**src/rtl/core/wsp_pkg.sv**
```systemverilog
// ----------------------------------------------------------------------------
// wsp_pkg
// Shared types and constants for the world-to-screen projection block.
// ----------------------------------------------------------------------------
package wsp_pkg;

  localparam int COEF_W   = 32;
  localparam int POS_W    = 32;
  localparam int SIZE_W   = 15;
  localparam int SCREEN_W = 32;
  localparam int CIDX_W   = 4;
  localparam int CFG_IDX_W = 2;
  localparam int QDEPTH   = 4;
  localparam int QLVL_W   = $clog2(QDEPTH + 1);

  typedef enum logic {
    ACT_LOAD    = 1'b0,
    ACT_PROJECT = 1'b1
  } wsp_action_t;

  typedef enum logic [CFG_IDX_W-1:0] {
    CFG_WINDOW_WIDTH  = 2'd0,
    CFG_WINDOW_HEIGHT = 2'd1,
    CFG_LAYOUT_MODE   = 2'd2
  } wsp_cfg_idx_t;

  typedef struct packed {
    logic              empty;
    logic [QLVL_W-1:0] level;
  } wsp_qstat_t;

endpackage

```
**src/rtl/core/wsp_queue.sv**
```systemverilog
// ----------------------------------------------------------------------------
// wsp_queue
// Short request queue between the front and back parts.
// ----------------------------------------------------------------------------
module wsp_queue #(
  parameter int DATA_W = 8
) (
  input  logic                clk,
  input  logic                rst_n,
  input  logic                push,
  input  logic [DATA_W-1:0]   din,
  input  logic                pop,
  output logic [DATA_W-1:0]   dout,
  output wsp_pkg::wsp_qstat_t stat
);
  import wsp_pkg::*;

  localparam int PTR_W = $clog2(QDEPTH);

  logic [DATA_W-1:0] mem_r [0:QDEPTH-1];
  logic [PTR_W-1:0]  wp_r, wp_nxt;
  logic [PTR_W-1:0]  rp_r, rp_nxt;
  logic [QLVL_W-1:0] cnt_r, cnt_nxt;
  logic              do_pop;

  assign do_pop = pop && (cnt_r != '0);
  assign dout   = mem_r[rp_r];

  always_comb begin
    wp_nxt  = push ? wp_r + 1'b1 : wp_r;
    rp_nxt  = do_pop ? rp_r + 1'b1 : rp_r;
    cnt_nxt = cnt_r + QLVL_W'(push) - QLVL_W'(do_pop);
  end

  always_ff @(posedge clk) begin
    if (!rst_n) begin
      wp_r  <= '0;
      rp_r  <= '0;
      cnt_r <= '0;
    end else begin
      wp_r  <= wp_nxt;
      rp_r  <= rp_nxt;
      cnt_r <= cnt_nxt;
    end
  end

  always_ff @(posedge clk) begin
    if (push) begin
      mem_r[wp_r] <= din;
    end
  end

  assign stat.empty = (cnt_r == '0);
  assign stat.level = cnt_r;

endmodule

```
**config.mk**
```make
export PLATFORM = sky130hd
export DESIGN_NAME = wsp_queue
export DESIGN_NICKNAME = d
export VERILOG_FILES = /design/src/rtl/core/wsp_pkg.sv /design/src/rtl/core/wsp_queue.sv
export SDC_FILE = /design/constraint.sdc
export NUM_CORES = 1
export LEC_CHECK = 0
export BUFFER_PORTS_ARGS = -buffer_cell sky130_fd_sc_hd__buf_4
export CORE_MARGIN = 3
export CORE_UTILIZATION = 59
export DETAILED_ROUTE_END_ITERATION = 10
export PLACE_DENSITY_LB_ADDON = 0.25
export RECOVER_POWER = 50
export SLEW_MARGIN = 20
export SYNTH_ARGS = -nofsm -noshare
export SYNTH_HDL_FRONTEND = slang
export SYNTH_SLANG_ARGS = --single-unit
```
**constraint.sdc**
```tcl
create_clock -name clk -period 4.05 [get_ports clk]
set_input_delay 0.2025 -clock clk [delete_from_list [all_inputs] [get_ports clk]]
set_output_delay 0.2025 -clock clk [all_outputs]
set_load 0.1 [all_outputs]
```
[Yosys cells after proc, flatten, opt, wreduce, memory -nomap -nowiden]
Memory sizes are Yosys's and may differ from the RTL's. A register that Yosys moved wholly into a read port is not among the register bits.
Index checks and enable logic that the tools add are counted.
Widths: inputs -> output; s select.
Word-level totals
  memories: 1
  word-level logic and storage cells: 15
  latch bits: 0
  output and inout port bits: 12
  memory bits (writable): 32
  input port bits: 12
  ROM bits: 0
  bits in registers: 7
Operators by class
  $lt $le $gt $ge: 0
  $mul: 0
  add/sub/neg operators: 4
  div/mod/pow operators: 0
  bitwise operators: 0
  reduce and logical (&&, ||, !) cells: 3
  equal/unequal tests: 0
  shift operators: 0
  mux-type cells: 4
Memory list
  mem_r: words 4, bits a word 8, read ports 1, clocked after memory_dff 1, wr ports 1, RTL line wsp_queue.sv:20  | logic [DATA_W-1:0] mem_r [0:QDEPTH-1];
Operator list (count)
  $add 2x1->2 const B: 2
  $mux 2: 2
  $add 3x1->3: 1
  $logic_not 3->1: 1
  $reduce_bool 3->1: 1
  $sub 3x1->3: 1
  $mux 1: 2
  $logic_and 1x1->1: 1

[Logic depth before layout (Yosys ltp)]
  word-level depth: 4
  depth in mapped cells: 8
  gate-level depth less buffers: 8

[Worst setup path before layout]
Ideal clock, no wire load.
  path kind: reg-to-output
  from: register cnt_r[1]
  to: output stat[3] (netlist bit)
  slack: 0.937 ns
  data required time: 3.848 ns
  buffers on the path: 0
  stages on the path, launching flop included: 2
  arrival time: 2.910 ns
  cells stage by stage: dfxtp_1 -> nor3_1
RTL lines
  start: declaration: RTL line wsp_queue.sv:23  | logic [QLVL_W-1:0] cnt_r, cnt_nxt;
  start signal: assignment: RTL line wsp_queue.sv:43  | cnt_r <= cnt_nxt;
  end: declaration: RTL line wsp_queue.sv:14  | output wsp_pkg::wsp_qstat_t stat

==> impl_summary.txt <==
----------------------------------------------------
[Global route]
  Maximum number of pins on one net before global-route repair ... 13
  Global-route usage over all layers ... about 17%
  Initial antenna violation count ... 0
  First-pass GRT wire length ... about 3900 um
  Number of global-route vias before repair ... 880
  Aggregate global routing overflow ... 0

[STA]
  Worst Hold Slack ... 97.8 ps
  Worst-case setup margin in the final layout ... 1960 ps
  Transition time at the pin with the least slew margin ... 577 ps
  Worst slew margin relative to its limit ... 61.5%
  Unrepaired setup endpoints after global routing ... no
  Tmin final ... 2090 ps
  F_max ... 479 MHz
  Period utilisation layout ... between 50 and 60%
  Number of max-slew violations in the final report ... 0
  Final setup violation count ... 0
  Largest clock skew in the final design ... 2.50 ps
  Final Hold Violating Endpoints ... 0
  Final total negative setup slack ... 0 ps

[Pwr]
  Leakage power ... ~0.67 nW
  Overall Power ... 0.00129 W
  Pwr/cell area ... 700 nW/um^2
  Peak supply drop ... ~0.79 mV

[Layout]
  Commonest non-fill, non-tap cell in the layout ... sky130_fd_sc_hd__edfxtp_1
  Util after Layout ... 72.2%
  Filler cells ... 166
  Diode insertion count for antenna repair ... 0
  Most frequent cells in the layout ... sky130_fd_sc_hd__edfxtp_1, sky130_fd_sc_hd__buf_4, sky130_fd_sc_hd__dfxtp_1, sky130_fd_sc_hd__clkbuf_1, sky130_fd_sc_hd__mux4_2
  Number of nets at the end of the flow ... about 130
  Area growth from synthesis to layout ... 13.3%
  Fraction of final layout cells with drive strength greater than 1 ... 26.3%

[Critical path]
  Critical-path maximum fanout ... 8
  Critical path class ... flip-flop to output port
  Startpoint type of the worst setup path ... flip-flop
  Number of cells on the worst reg-to-reg path ... 8
  Kind of capture point of the worst setup path ... output port
  Req. time, crit path ... 3850 ps
  Worst-case register-to-register setup slack ... 2040 ps
  Critical R2R Capture ... cnt_r[2]
  Worst flop-to-flop path startpoint ... cnt_r[1]
  Critical path data arrival time ... 1890 ps

[Synth]
  Average cell area after synthesis ... 19.1 sq um
  Syn Std Cell Area ... 1620 sq um
  Number of cells produced by synthesis ... 85
  Sequential element share of the synthesized area ... 70.4%
  Number of synthesized register bits ... 41
  Area share of the largest cell type after synthesis ... 59.3%
  Yosys warns ... 0
  Ranking of synthesized cells by area ... sky130_fd_sc_hd__edfxtp_1, sky130_fd_sc_hd__dfxtp_1, sky130_fd_sc_hd__mux4_2
  Number of distinct library cell variants in the gate-level netlist after synthesis ... 18
  Synthesized Nets ... 104
  Cell taking the most area after synthesis ... sky130_fd_sc_hd__edfxtp_1

[Detailed routing]
  Number of vias per cell after detailed routing ... 5.63
  DR pass1 iterations ... 4
  DRC errors left ... 0
  Number of nets with antenna violations after detailed routing ... 0
  Wire per inst ... 16.6 um
  Total number of vias ... 811
  Number of DRC markers in iteration 0 ... 21
  Aggregate routed wire length ... 2390 um

[Floorplan]
  Core footprint ... ~2500 sq um
  DIE AREA ... about 3400 sq um
  Die Y ... 58.4 um
  Starting Density ... a little under two thirds
  Ports placed on the boundary ... 24
  Core Rows ... 18
  Die boundary width ... 58.4 um

[Clock network]
  Number of levels in the clock H-tree ... 2
  Clock tree from TritonCTS ... built
  Post-cts resize count ... 0
  Post-CTS repair timing setup buffer count ... 0
  Number of buffers added to fix hold violations after cts ... 0
  Clock root buffer master ... sky130_fd_sc_hd__clkbuf_4
  Maximum clock path buffer count ... 2
  Skew-Pair Late Insertion Delay ... roughly 340 ps
  Clock net sink count ... approximately 40
  TritonCTS buffer count ... 5
  Clock transition at path regs ... 110 ps

[Outcome]
  Status ... finished, final reports clean

[Worst hold path]
  Startpoint of the lowest-slack hold path ... din[7]
  Number of cells traversed by the worst hold path ... 1
  Sink of the worst hold path ... mem_r[3][7]
  Classification of the worst-slack hold path ... primary input to flip-flop

[Flow run]
  # Max-Cap Violations ... 0

[Place]
  Port Buffers ... 23
  Final weighted congestion of routability-driven global placement ... 0.725
  Estimated wirelength of the detail-placed design ... 1690 um
  Worst-case setup slack after placement ... 2060 ps

----------------------------------------------------
[how the worst max path moves through the flow]
stage	cells past startpoint	startpoint	slack, ps	end
4_1_cts	2	flip-flop	1910	dout[7]
3_3_place_gp	8	cnt_r[1]	2140	cnt_r[2]
6_report	2	flip-flop	1960	dout[7]
2_1_floorplan	1	cnt_r[1]	940	stat[3]
3_5_place_dp	8	cnt_r[1]	2060	cnt_r[2]
5_1_grt	2	flip-flop	1830	dout[7]
[sequential cells by signal (all words and copies together) (netlist names), named ones only]
register	flops
rp_r	2
mem_r	32
wp_r	2
cnt_r	3
[metrics by stage]
step	instances	instance area, sq um
5_1_grt	144	1840
2_1_floorplan	85	1620
3_3_place_gp	136	1820
3_5_place_dp	136	1820
6_report	144	1840
4_1_cts	144	1870
[cells in the mapped netlist, drive strengths merged]
master	count
edfxtp	32
dfxtp	9
mux4	8
and2	6
ha	6
inv	5
mux2i	4
nor2b	3
nand2	2
nand2b	2
buf	1
clkbuf	1
fa	1
nor3	1
o311ai	1
o31a	1
xnor3	1
xor2	1
[report_power, final]
group,internal [W],switching (W),total (W)
Sequential,0.000494,0.0000480,0.000542
Clock,0.0000661,0.000120,0.000186
Combinational,0.000156,0.000403,0.000559
[layout make-up]
class	count	area, sq um	share of cell area (%)
Sequential cell	41	1140	62.1
Multi-Input combinational cell	37	445	24.3
Timing Repair Buffer	23	143	7.77
Clock buffer	6	41.3	2.25
Tap cell	30	37.5	2.04
Inverter	5	18.8	1.02
Clock inverter	2	10.0	0.545
[per-layer routing]
metal / track usage (%) / wire, um
met5: 0 / 0
met4: 13.9 / 82
met3: 6.58 / 201
met2: 27.4 / 1280
met1: 16.7 / 818
[cell families after synthesis]
family          synth area share [%]
flops                           70.4
simple gates                    5.02
mux                             13.6
buf+inv                         2.16
fa+ha+maj                       5.86
compound gates                  1.08
xor+xnor                        1.93
[critical path, stage by stage (launching register included)]
cell                      delay (ps)
sky130_fd_sc_hd__dfxtp_1         690
sky130_fd_sc_hd__mux4_2          600
sky130_fd_sc_hd__buf_4           250
No activity file was read; power rests on OpenSTA's default activity.
